==> src/sv/assert_macros.svh <==
// assert_macros.svh: concurrent assertion shorthands for the utf-8 decoder
// needs clk and rst_n in the scope of the module that uses them
`ifndef ASSERT_MACROS_SVH
`define ASSERT_MACROS_SVH

// property checked at every rising clock edge outside reset
`define ASSERT_CLK(label, prop, msg) \
    label: assert property (@(posedge clk) disable iff (!rst_n) (prop)) \
        else $error(msg);

// condition that must never be seen at a clock edge outside reset
`define ASSERT_NEVER(label, cond, msg) \
    label: assert property (@(posedge clk) disable iff (!rst_n) !(cond)) \
        else $error(msg);

`endif

==> src/sv/u8d_pkg.sv <==
// u8d_pkg: item types, constants and push record for the utf-8 decoder
// used by u8d_core, u8d_queue and utf8_stream_decoder; depends on nothing
`default_nettype none

package u8d_pkg;

    // one raw text byte
    typedef struct packed {
        logic [7:0] text_byte;
        logic       end_of_text;
    } text_item_t;

    // one decoded result
    typedef struct packed {
        logic [20:0] code_point;
        logic        malformed;
        logic        last_of_run;
        logic        text_done;
    } cp_item_t;

    // results produced by one accepted byte, oldest first
    typedef struct packed {
        logic [1:0] count;
        cp_item_t   first;
        cp_item_t   second;
    } push_t;

    // code point constants
    localparam logic [20:0] REPLACEMENT  = 21'h00FFFD;
    localparam logic [30:0] SURR_LO      = 31'h0000D800;
    localparam logic [30:0] SURR_HI      = 31'h0000DFFF;
    localparam logic [30:0] NONCHAR_FFFE = 31'h0000FFFE;
    localparam logic [30:0] NONCHAR_FFFF = 31'h0000FFFF;
    localparam logic [30:0] CP_MAX       = 31'h0010FFFF;

    // byte classification constants
    localparam logic [7:0] LEAD_OVL_MASK = 8'hDE;
    localparam logic [7:0] LEAD_OVL_VAL  = 8'hC0;
    localparam logic [7:0] PAYLOAD_MASK  = 8'h3F;
    localparam logic [7:0] CONT_VAL      = 8'h80;
    localparam logic [7:0] CONT_MASK     = 8'hC0;

    // result queue geometry
    localparam int QUEUE_DEPTH = 4;
    localparam int QUEUE_AW    = $clog2(QUEUE_DEPTH);
    localparam int QUEUE_CW    = $clog2(QUEUE_DEPTH + 1);

endpackage

`default_nettype wire

==> src/sv/u8d_core.sv <==
// u8d_core: sequence state and single-pass decode of one text byte
// depends on u8d_pkg and assert_macros.svh
`default_nettype none
`include "assert_macros.svh"

module u8d_core (
    input  wire logic                clk,
    input  wire logic                rst_n,
    input  wire u8d_pkg::text_item_t item,
    input  wire logic                take,
    output u8d_pkg::push_t           push
);

    // sequence state
    logic [30:0] acc_reg,       acc_next;
    logic [2:0]  left_reg,      left_next;
    logic        ovl_seen_reg,  ovl_seen_next;
    logic        first_reg,     first_next;
    logic        ovl_lead_reg,  ovl_lead_next;
    logic [7:0]  ovl_mask_reg,  ovl_mask_next;

    logic [7:0]  b;
    logic        eot;
    logic        cont;
    logic        pending;
    logic        ovl_now;
    logic [30:0] acc_shift;
    logic [2:0]  left_dec;
    logic        value_bad;

    // lead byte decode
    logic        lead_imm;
    logic [20:0] lead_cp;
    logic        lead_mal;
    logic [2:0]  lead_n;
    logic [4:0]  lead_bits;
    logic [7:0]  lead_mask;
    logic        lead_ovl;
    logic        lead_olead;

    u8d_pkg::cp_item_t res_item;
    u8d_pkg::push_t    push_raw;

    assign b       = item.text_byte;
    assign eot     = item.end_of_text;
    assign cont    = (b & u8d_pkg::CONT_MASK) == u8d_pkg::CONT_VAL;
    assign pending = left_reg != 3'd0;

    // continuation byte path
    assign ovl_now   = ovl_seen_reg | (first_reg & ovl_lead_reg &
                       ((b & ovl_mask_reg) == u8d_pkg::CONT_VAL));
    assign acc_shift = {acc_reg[24:0], 6'(b & u8d_pkg::PAYLOAD_MASK)};
    assign left_dec  = left_reg - 3'd1;
    assign value_bad = ovl_now ||
                       (acc_shift >= u8d_pkg::SURR_LO && acc_shift <= u8d_pkg::SURR_HI) ||
                       acc_shift == u8d_pkg::NONCHAR_FFFE ||
                       acc_shift == u8d_pkg::NONCHAR_FFFF ||
                       acc_shift > u8d_pkg::CP_MAX;

    // lead byte classification
    always_comb
    begin
        lead_imm  = 1'b0;
        lead_cp   = u8d_pkg::REPLACEMENT;
        lead_mal  = 1'b1;
        lead_n    = 3'd1;
        lead_bits = b[4:0];
        lead_mask = 8'h00;
        lead_ovl  = 1'b0;
        case (b) inside
            [8'h00:8'h7F]:
            begin
                lead_imm = 1'b1;
                lead_cp  = 21'(b);
                lead_mal = 1'b0;
            end
            [8'h80:8'hBF], [8'hFE:8'hFF]:
            begin
                lead_imm = 1'b1;
            end
            [8'hFC:8'hFD]:
            begin
                lead_n    = 3'd5;
                lead_bits = {4'd0, b[0]};
                lead_mask = 8'hFC;
            end
            [8'hF8:8'hFB]:
            begin
                lead_n    = 3'd4;
                lead_bits = {3'd0, b[1:0]};
                lead_mask = 8'hF8;
            end
            [8'hF0:8'hF7]:
            begin
                lead_n    = 3'd3;
                lead_bits = {2'd0, b[2:0]};
                lead_mask = 8'hF0;
            end
            [8'hE0:8'hEF]:
            begin
                lead_n    = 3'd2;
                lead_bits = {1'b0, b[3:0]};
                lead_mask = 8'hE0;
            end
            default:
            begin
                lead_ovl = (b & u8d_pkg::LEAD_OVL_MASK) == u8d_pkg::LEAD_OVL_VAL;
            end
        endcase
    end

    assign lead_olead = (lead_mask != 8'h00) && (b == lead_mask);

    // next state and results for the byte on the port
    always_comb
    begin
        acc_next      = acc_reg;
        left_next     = left_reg;
        ovl_seen_next = ovl_seen_reg;
        first_next    = first_reg;
        ovl_lead_next = ovl_lead_reg;
        ovl_mask_next = ovl_mask_reg;
        push_raw      = '0;
        res_item      = '0;
        if (pending && cont)
        begin
            if (left_dec == 3'd0)
            begin
                push_raw.count = 2'd1;
                if (value_bad)
                    push_raw.first = {u8d_pkg::REPLACEMENT, 1'b1, 1'b1, eot};
                else
                    push_raw.first = {acc_shift[20:0], 1'b0, 1'b1, eot};
                acc_next      = '0;
                left_next     = '0;
                ovl_seen_next = 1'b0;
                first_next    = 1'b0;
                ovl_lead_next = 1'b0;
                ovl_mask_next = '0;
            end
            else if (eot)
            begin
                push_raw.count = 2'd1;
                push_raw.first = {u8d_pkg::REPLACEMENT, 1'b1, 1'b1, 1'b1};
                acc_next      = '0;
                left_next     = '0;
                ovl_seen_next = 1'b0;
                first_next    = 1'b0;
                ovl_lead_next = 1'b0;
                ovl_mask_next = '0;
            end
            else
            begin
                acc_next      = acc_shift;
                left_next     = left_dec;
                ovl_seen_next = ovl_now;
                first_next    = 1'b0;
            end
        end
        else
        begin
            // interrupted sequence closes first
            if (pending)
            begin
                push_raw.count = 2'd1;
                push_raw.first = {u8d_pkg::REPLACEMENT, 1'b1, 1'b0, 1'b0};
            end
            acc_next      = '0;
            left_next     = '0;
            ovl_seen_next = 1'b0;
            first_next    = 1'b0;
            ovl_lead_next = 1'b0;
            ovl_mask_next = '0;
            if (lead_imm || eot)
            begin
                if (lead_imm)
                    res_item = {lead_cp, lead_mal, 1'b1, eot};
                else
                    res_item = {u8d_pkg::REPLACEMENT, 1'b1, 1'b1, 1'b1};
                if (pending)
                begin
                    push_raw.count  = 2'd2;
                    push_raw.second = res_item;
                end
                else
                begin
                    push_raw.count = 2'd1;
                    push_raw.first = res_item;
                end
            end
            else
            begin
                acc_next      = 31'(lead_bits);
                left_next     = lead_n;
                ovl_seen_next = lead_ovl;
                first_next    = 1'b1;
                ovl_lead_next = lead_olead;
                ovl_mask_next = lead_olead ? lead_mask : 8'h00;
            end
        end
    end

    // results leave only with an accepted byte
    always_comb
    begin
        push = push_raw;
        if (!take)
            push.count = 2'd0;
    end

    // state update
    always_ff @(posedge clk or negedge rst_n)
    begin
        if (!rst_n)
        begin
            acc_reg      <= '0;
            left_reg     <= '0;
            ovl_seen_reg <= 1'b0;
            first_reg    <= 1'b0;
            ovl_lead_reg <= 1'b0;
            ovl_mask_reg <= '0;
        end
        else if (take)
        begin
            acc_reg      <= acc_next;
            left_reg     <= left_next;
            ovl_seen_reg <= ovl_seen_next;
            first_reg    <= first_next;
            ovl_lead_reg <= ovl_lead_next;
            ovl_mask_reg <= ovl_mask_next;
        end
    end

    // checks
    `ASSERT_CLK(a_left_range, left_reg <= 3'd5, "bytes left beyond a six-byte form")
    `ASSERT_CLK(a_pair_is_interrupt, (push.count == 2'd2) |-> (push.first.malformed && !push.first.last_of_run), "second result without an interrupted sequence")
    `ASSERT_CLK(a_idle_clear, (left_reg == 3'd0) |-> (acc_reg == '0 && !ovl_seen_reg && !ovl_lead_reg), "idle decoder holds sequence state")
    `ASSERT_NEVER(a_eot_leaves_open, $past(take && item.end_of_text) && left_reg != 3'd0, "sequence left open after end of text")

endmodule

`default_nettype wire

==> src/sv/u8d_queue.sv <==
// u8d_queue: small result queue that takes up to two items per cycle
// depends on u8d_pkg and assert_macros.svh
`default_nettype none
`include "assert_macros.svh"

module u8d_queue (
    input  wire logic              clk,
    input  wire logic              rst_n,
    input  wire u8d_pkg::push_t    push,
    output logic                   space,
    output logic                   cp_valid,
    input  wire logic              cp_ready,
    output u8d_pkg::cp_item_t      cp_item
);

    u8d_pkg::cp_item_t entry_reg [u8d_pkg::QUEUE_DEPTH];

    logic [u8d_pkg::QUEUE_AW-1:0] wr_ptr_reg, wr_ptr_next;
    logic [u8d_pkg::QUEUE_AW-1:0] rd_ptr_reg;
    logic [u8d_pkg::QUEUE_AW-1:0] wr_ptr_plus;
    logic [u8d_pkg::QUEUE_CW-1:0] count_reg, count_next;
    logic                         pop;

    // room for a full pair of results
    assign space       = count_reg <= u8d_pkg::QUEUE_CW'(u8d_pkg::QUEUE_DEPTH - 2);
    assign cp_valid    = count_reg != '0;
    assign cp_item     = entry_reg[rd_ptr_reg];
    assign pop         = cp_valid && cp_ready;
    assign wr_ptr_plus = wr_ptr_reg + 1'b1;
    assign wr_ptr_next = wr_ptr_reg + u8d_pkg::QUEUE_AW'(push.count);
    assign count_next  = count_reg + u8d_pkg::QUEUE_CW'(push.count)
                         - u8d_pkg::QUEUE_CW'(pop);

    // entry storage
    always_ff @(posedge clk)
    begin
        if (push.count != 2'd0)
            entry_reg[wr_ptr_reg] <= push.first;
        if (push.count == 2'd2)
            entry_reg[wr_ptr_plus] <= push.second;
    end

    // pointers and fill level
    always_ff @(posedge clk or negedge rst_n)
    begin
        if (!rst_n)
        begin
            wr_ptr_reg <= '0;
            rd_ptr_reg <= '0;
            count_reg  <= '0;
        end
        else
        begin
            wr_ptr_reg <= wr_ptr_next;
            count_reg  <= count_next;
            if (pop)
                rd_ptr_reg <= rd_ptr_reg + 1'b1;
        end
    end

    // checks
    `ASSERT_CLK(a_count_max, count_reg <= u8d_pkg::QUEUE_CW'(u8d_pkg::QUEUE_DEPTH), "result queue over depth")
    `ASSERT_CLK(a_pop_only, (pop && push.count == 2'd0) |=> (count_reg == $past(count_reg) - 1'b1), "pop without push lost track of fill level")
    `ASSERT_CLK(a_ptr_gap, (wr_ptr_reg - rd_ptr_reg) == u8d_pkg::QUEUE_AW'(count_reg), "queue pointers disagree with fill level")

endmodule

`default_nettype wire

==> src/sv/utf8_stream_decoder.sv <==
// utf8_stream_decoder: top level of the byte-serial utf-8 decoder
// depends on u8d_pkg, u8d_core and u8d_queue
//
// Usage: text bytes enter on the byte channel (byte_valid / byte_ready /
// byte_item), one item per byte with its end_of_text mark. Decoded code
// points leave on the cp channel (cp_valid / cp_ready / cp_item). A byte
// gives zero, one or two result items; a pair arises only when a sequence
// is broken by a non-continuation byte.
// A result enters the queue as its completing byte is accepted and is
// offered once older items have left. Throughput: one byte per clock
// while byte_ready is high; the decode is a single combinational pass
// from the byte port into the sequence registers and a four-entry queue.
// byte_ready is high while the queue has room for two results, so with a
// stalled receiver the block keeps accepting bytes until the queue holds
// three or four items, then waits. No result is dropped or repeated.
// Reset (rst_n low, asynchronous) empties the queue and returns the
// decoder to the idle state with no sequence pending.
`default_nettype none

module utf8_stream_decoder (
    input  wire logic                clk,
    input  wire logic                rst_n,
    input  wire logic                byte_valid,
    output logic                     byte_ready,
    input  wire u8d_pkg::text_item_t byte_item,
    output logic                     cp_valid,
    input  wire logic                cp_ready,
    output u8d_pkg::cp_item_t        cp_item
);

    u8d_pkg::push_t push;
    logic           take;
    logic           space;

    // byte accepted when the queue can hold its results
    assign byte_ready = space;
    assign take       = byte_valid && space;

    // decode state and single-pass logic
    u8d_core u_core (
        .clk   (clk),
        .rst_n (rst_n),
        .item  (byte_item),
        .take  (take),
        .push  (push)
    );

    // result queue towards the receiver
    u8d_queue u_queue (
        .clk      (clk),
        .rst_n    (rst_n),
        .push     (push),
        .space    (space),
        .cp_valid (cp_valid),
        .cp_ready (cp_ready),
        .cp_item  (cp_item)
    );

endmodule

`default_nettype wire

==> config.mk <==
export PLATFORM = sky130hd
export DESIGN_NAME = utf8_stream_decoder
export DESIGN_NICKNAME = d
export VERILOG_FILES = /design/src/sv/u8d_pkg.sv /design/src/sv/u8d_core.sv /design/src/sv/u8d_queue.sv /design/src/sv/utf8_stream_decoder.sv
export VERILOG_INCLUDE_DIRS = /design/src /design/src/sv
export SDC_FILE = /design/constraint.sdc
export NUM_CORES = 1
export LEC_CHECK = 0
export BUFFER_PORTS_ARGS = -buffer_cell sky130_fd_sc_hd__buf_2
export CAP_MARGIN = 10
export CORE_MARGIN = 4
export CORE_UTILIZATION = 45
export DETAILED_ROUTE_END_ITERATION = 12
export GPL_TIMING_DRIVEN = 1
export MAX_ROUTING_LAYER = met4
export SLEW_MARGIN = 15
export SYNTH_ARGS = -nofsm -noshare
export SYNTH_HDL_FRONTEND = slang
export SYNTH_SLANG_ARGS = --single-unit
export TNS_END_PERCENT = 50
==> constraint.sdc <==
create_clock -name clk -period 3.5 [get_ports clk]
set_input_delay 0 -clock clk [delete_from_list [all_inputs] [get_ports clk]]
set_output_delay 0 -clock clk [all_outputs]
set_load 0.02 [all_outputs]
==> metrics.md, run 1 <==
| Metric | Value |
|---|---|
| CTS tree | done |
| Area share of and/or/nand/nor cells after synthesis | 14.9% |
| Tcrit/Tclk final | 95.1% |
| Synthesized net count | 621 |
| DR vias | 5207 |
| Initial antenna violation count | 0 |
| Synth Cell Area | 6980 um^2 |
| Die H | 133 um |
| Synth-to-layout area growth | 15.0% |
| Layout Cell Area excl Fill | 8030 um^2 |
| Final min period | 3330 ps |
| Total Routing Usage GR | around 22% |
| Fmax | 300 MHz |
| P_int | 3.88 mW |
| Total CTS buffers | 17 |
| Critical-path cell list | dlygate4sd3_1, buf_2, and4_1, a21oi_2, nand3_1, ha_1, a211oi_2, nor3_1, nor2_1, inv_1, buf_4 |
| Adder-cell share of the synthesized area | 1.90% |
| Layout Cells excl Fill | between 800 and 900 |
| Global-route wire length before repair | 29700 um |
| Hold Path Stages | 4 |
| DIE WIDTH | 133 um |
| Buf/Inv on CP | 4 |
| HPWL Detailed | 12700 um |
| Max FFs per register | 96 |
| Grt ovf | 0 |
| Hold_sp | byte_item[3] |
| Clock skew | 13.5 ps |
| Library cells used by synthesis | 65 |
| Final hold viol count | 0 |
| Yosys warns | 0 |
| DRC Markers | 0 |
| Grt met1 use | 29.2% |
| Post-synth ARST share | 30.4% |
| Seq/Total Area, Yosys | 53.5% |
| Post-synthesis mux area share | just under 8% |
| Hold endpoint | u_core.ovl_seen_reg |
| Post-route ant nets | 0 |
| Synth Instances | between 500 and 600 |
| Seq cells post-synth | 138 |
| Clk sinks | 138 |
| Tightest Hold Check Type | input pin to flop |
| Met2 Track Usage GR | 34.8% |
| H-tree depth | 4 |
| Number of synthesized flops with an enable pin | 76 |
| RSZ-0062 raised after global routing | no |
| Top Usage Layer GRT | met2 |
| Reg power frac | a little over a third |
| Status | finished clean |
| Place WS | 111 ps |
| PwrDens | 759 nW/um^2 |
| Pleak | 3.17 nW |
| Slowest cell on the critical path | nor3_1 |
| Total Wirelength | roughly 18000 um |
| Core area | 15200 um^2 |
| Xor and xnor area share after synthesis | less than 1% |
| Longest Clk Path Bufs | 2 |
| Synth Area in Compound Gates | 16.9% |
| Slew headroom | 34.7% |
| CP endpoint kind | flop |
| Setup ws final | 171 ps |
| Port-buffer cells | 38 |
| Rows | 45 |
| Largest family of logic cells by synthesized area | compound AO/OA/AOI/OAI gates |
| Cell family with most CP delay | simple AND/OR/NAND/NOR gates |
| ANT cells | 0 |
| Slew Limit Fails | 0 |
| Drt pass-1 iters | 5 |
| Critical Path AT | 3430 ps |
| Total die area | 17600 um^2 |
| FF-to-FF setup slack | 250 ps |
| # fillers | between 1000 and 1500 |
| Placed insts | 799 |
| Most used DFF post-synth | edfxtp_1 |
| Root buffer cell | clkbuf_16 |
| Combinational power share | around a third |
| Placement Cell Area | 7380 um^2 |
| Switch share | 36.3% |
| Vias in the first global route | 5313 |
| Worst r2r src | u_core.left_reg[0] |
| Largest net degree at the start of global routing | between 40 and 50 |
| Max-cap violation count | 0 |
| Clock transition at path regs | 60 ps |
| Post-CTS Setup Bufs | 0 |
| CP startpoint kind | input pin |
| GPL Wtd Cong | 0.897 |
| Final setup fails | 0 |
| Clock latency on the worst-skew pair | about 430 ps |
| Via-to-Cell Ratio | 6.23 |
| Iter 0 DRT Violations | 438 |
| Crit path required time | 3600 ps |
| Clock power frac | 29.4% |
| TNS Setup | 0 ps |
| Met3 Resource Use GR | 5.13% |
| Crit-path max FO | 18 |
| Crit path kind | input pin to flop |
| Reg2Reg Depth | 9 |
| Worst-Margin Slew | 979 ps |
| Max incr delay on CP | ~790 ps |
| Nets@finish | 658 |
| Initial core utilization | between 40% and 50% |
| Net load switching power | 2.21 mW |
| Max rail drop VDD | 644 uV |
| R2r endpoint | u_queue.entry_reg[3][1] |
| I/O pin total | 39 |
| Layout cells sized above 1 | 21.1% |
| Drt wl/cell | 22.1 um |
| Syn avg cell area | 11.7 um^2 |
-- final cells by class --
| class | count | area, um^2 | area share [%] |
|---|---|---|---|
| clock buffer | 21 | 472 | 5.88 |
| tap | 188 | 235 | 2.93 |
| multi-input combinational | 394 | 2970 | 37.1 |
| timing repair buffer | 63 | 415 | 5.18 |
| sequential | 138 | 3730 | 46.5 |
| clock inverter | 11 | 115 | 1.43 |
| inverter | 21 | 78.8 | 0.982 |
-- power by group through the flow --
stage | Combinational, mW | Sequential, mW | Clock (mW)
6_report | 2.09 | 2.21 | 1.79
5_1_grt | 2.26 | 2.25 | 1.88
4_1_cts | 2.09 | 2.22 | 1.81
3_5_place_dp | 2.08 | 2.25 | 0
2_1_floorplan | 1.59 | 2.09 | 0
3_3_place_gp | 2.06 | 2.24 | 0
-- worst max-delay path by stage --
stage / from / cells past startpoint / to
2_1_floorplan: u_core.left_reg[0] / 9 / u_queue.entry_reg[0][0]
6_report: byte_item[5] / 11 / u_queue.entry_reg[3][1]
4_1_cts: byte_item[5] / 11 / u_queue.entry_reg[3][10]
3_5_place_dp: byte_item[2] / 10 / u_queue.entry_reg[3][1]
5_1_grt: byte_item[5] / 11 / u_queue.entry_reg[0][8]
3_3_place_gp: byte_item[2] / 10 / u_queue.entry_reg[3][0]
-- placed cells by master (no fill, tap or decap), types with 7 or more instances in the layout --
master     netlist  layout
inv_1           21      21
ha_1             9       9
mux4_2          24      24
a22o_1          22      22
nand2_1         79      79
o211ai_1        49      49
clkbuf_16        0      18
edfxtp_1        76      76
nor3_1          10      10
nor2_1          24      24
buf_4            5      18
dfxtp_1         20      20
buf_2           11      38
dfrtp_1         42      41
o21ai_0         11      11
nand4_1          7       7
a22oi_1          9       9
nand3_1         41      41
o31ai_1         12      12
or3_1            8       8
-- per-stage QoR --
stage,hold slack [ps],utilization [%],power (mW)
3_5_place_dp,203,48.6,4.33
3_3_place_gp,189,48.6,4.30
6_report,46.9,52.8,6.09
5_1_grt,49.1,52.8,6.39
4_1_cts,18.0,52.8,6.11
2_1_floorplan,-296,-,3.68
-- cell usage after synthesis (11+ instances only) --
| master | instances | area (um^2) |
|---|---|---|
| a22o_1 | 22 | 193 |
| buf_2 | 11 | 55.1 |
| clkbuf_1 | 23 | 86.3 |
| dfrtp_1 | 42 | 1050 |
| dfxtp_1 | 20 | 400 |
| edfxtp_1 | 76 | 2280 |
| inv_1 | 21 | 78.8 |
| mux4_2 | 24 | 541 |
| nand2_1 | 79 | 297 |
| nand3_1 | 41 | 205 |
| nor2_1 | 24 | 90.1 |
| o211ai_1 | 49 | 368 |
| o21ai_0 | 11 | 55.1 |
| o31ai_1 | 12 | 90.1 |
-- per-layer routing --
| layer | share of wire, % | vias up |
|---|---|---|
| li1 | - | 2374 |
| met1 | 44 | 2596 |
| met2 | 48 | 206 |
| met3 | 5.7 | 31 |
| met4 | 1.9 | 0 |
| met5 | 0 | - |
-- tightest hold or removal path, stage by stage --
cell,delay [ps]
buf_2,130
nor2_1,70
nand3_1,120
a31oi_1,100
-- what timing repair did --
item | in CTS | in global routing
gates resized for setup | 0 | 1
hold buffers | 5 | 0
setup endpoints to repair | 0 | 75
endpoints found under the hold margin | 47 | 0
-- cells by family after synthesis --
kind of cell,count (synthesis)
and+or+nand+nor,206
adders and majority gates,10
muxes,24
xor gates and xnor gates,7
DFF,138
buffers and inverters,66
AOI/OAI and AO/OA,147
(Power assumes the default switching activity.)
==> run 2: changes to the inputs <==
--- a/config.mk
+++ b/config.mk
@@ -9,10 +9,9 @@
 export BUFFER_PORTS_ARGS = -buffer_cell sky130_fd_sc_hd__buf_2
 export CAP_MARGIN = 10
 export CORE_MARGIN = 4
-export CORE_UTILIZATION = 45
+export CORE_UTILIZATION = 28
 export DETAILED_ROUTE_END_ITERATION = 12
 export GPL_TIMING_DRIVEN = 1
-export MAX_ROUTING_LAYER = met4
 export SLEW_MARGIN = 15
 export SYNTH_ARGS = -nofsm -noshare
 export SYNTH_HDL_FRONTEND = slang
==> run 2 against run 1 <==
Effect of this change:
- clock power about the same
- worst hold slack got worse by 38 ps
- utilization decreased by 19 points
- first-iteration DRC count decreased by 9.4%
- register-to-register slack improved by 80 ps
- via count decreased by 3.1%
- final cell count increased by 17%
- sequential share of layout area decreased by 1.2 points
- sequential power about the same
- die area increased by 57%
- combinational power about the same
==> metrics.md, run 2 (same netlist as run 1, synthesis figures left out) <==
| Metric | Value |
|---|---|
| Status | finished clean |
| Tightest Hold Check Type | input pin to flop |
| Multi-input gate area | slightly below 3000 um^2 |
| Slew Limit Fails | 0 |
| Final setup fails | 0 |
| Total CTS buffers | 17 |
| Most common cell after layout, fill and taps aside | nand2_1 |
| Initial core utilization | between 20% and 30% |
| Tcrit/Tclk final | 90.7% |
| PwrDens | 737 nW/um^2 |
| Nets@finish | 667 |
| PnR Total Power | 6.07 mW |
| Total Wirelength | 18800 um |
| Die H | 166 um |
| FF-to-FF setup slack | 330 ps |
| Total Routing Usage GR | 13.9% |
| Max FFs per register | 96 |
| Layout Cells excl Fill | 981 |
| Critical Path AT | 3310 ps |
| Pleak | 3.19 nW |
| Post-CTS resize count | 0 |
| Crit-path max FO | 11 |
| Rows | 57 |
| Drt pass-1 iters | 5 |
| Max rail drop VDD | just under 300 uV |
| Clock latency on the worst-skew pair | about 430 ps |
| DIE WIDTH | around 170 um |
| Fmax | 315 MHz |
| Vias in the first global route | 5175 |
| Placed insts | 944 |
| Iter 0 DRT Violations | 397 |
| RSZ-0062 raised after global routing | no |
| Sequential standard cell area | 3730 um^2 |
| DRC Markers | 0 |
| CP startpoint kind | flop |
| Crit path kind | flop to flop |
| Final hold viol count | 0 |
| Global-route wire length before repair | 30200 um |
| Post-route ant nets | 0 |
| Synth-to-layout area growth | 18.0% |
| # fillers | 2442 |
| Longest Clk Path Bufs | 2 |
| DR vias | 5043 |
| CTS tree | done |
| H-tree depth | 4 |
| HPWL Detailed | between 10000 and 15000 um |
| Initial antenna violation count | 0 |
| Most frequent cells in the layout | 79 x nand2_1, 76 x edfxtp_1, 49 x o211ai_1 |
| Port-buffer cells | 38 |
| Final min period | approximately 3200 ps |
| Max-cap violation count | 0 |
| Core area | 24400 um^2 |
| Via-to-Cell Ratio | 5.14 |
| Clock skew | 7.56 ps |
| I/O pin total | 39 |
| CP endpoint kind | flop |
| Drt wl/cell | 19.1 um |
| Slew headroom | 33.7% |
| Grt ovf | 0 |
| Crit path required time | 3640 ps |
| Worst-Margin Slew | 995 ps |
| GPL Wtd Cong | 0.862 |
| Layout cells sized above 1 | roughly 22% |
| Total die area | about 28000 um^2 |
| Clk sinks | 138 |
| ANT cells | 0 |
| Largest net degree at the start of global routing | 43 |
| Clock transition at path regs | about 60 ps |
| TNS Setup | 0 ps |
| Root buffer cell | clkbuf_16 |
[run 2: path summary, 6_finish.rpt]
kind,startpoint,endpoint,cells after the start
min in group asynchronous,rst_n,u_core.acc_reg[19],2
worst min register to register,u_core.acc_reg[22],u_core.acc_reg[22],2
worst min-delay path,byte_item[3],u_core.ovl_seen_reg,4
worst max register to register,u_core.left_reg[0],u_queue.entry_reg[1][3],8
worst max-delay path,u_core.left_reg[0],u_queue.entry_reg[1][3],8
max in group asynchronous,rst_n,u_queue.rd_ptr_reg[0],2
[run 2: report_power, final]
group          total [mW]  internal (mW)  switching (mW)
Clock                1.77           1.05           0.719
Combinational        2.09          0.792            1.30
Sequential           2.21           1.99           0.222
[run 2: stage by stage]
| stage | hold slack, ps | worst slack (ps) | area, um^2 | utilization, % |
|---|---|---|---|---|
| 2_1_floorplan | -296 | 589 | 6980 | - |
| 3_3_place_gp | 219 | 513 | 7610 | 31.2 |
| 3_5_place_dp | 222 | 423 | 7610 | 31.2 |
| 4_1_cts | 0.970 | 409 | 8240 | 33.8 |
| 5_1_grt | 61.2 | 39.7 | 8240 | 33.8 |
| 6_report | 8.60 | 325 | 8240 | 33.8 |
[run 2: area by class of cell]
class / count / share of cell area, %
Sequential cell: 138 / 45.4
Clock buffer: 18 / 5.21
Tap cell: 324 / 4.92
Clock inverter: 14 / 1.78
Multi-Input combinational cell: 394 / 36.1
Inverter: 21 / 0.957
Timing Repair Buffer: 72 / 5.71
[run 2: worst max-delay path, stage by stage, from the launching register on]
cell and delay (ps):
dfrtp_1 390, inv_1 120, ha_1 220, nand2b_1 260, ha_1 440, a211oi_2 490, nor3_1 300, a22oi_1 520
o211ai_1 150
[run 2: repair_timing]
action,CTS,global route
hold buffers,5,0
setup buffers,0,0
hold endpoints to repair,47,0
[run 2: layer usage]
layer	up-vias	global-route usage, %	share of wire (%)
li1	2390	-	-
met2	144	22.2	47
met5	-	0	0
met1	2493	19.2	46
met4	0	3.26	0.84
met3	16	3.43	6.4
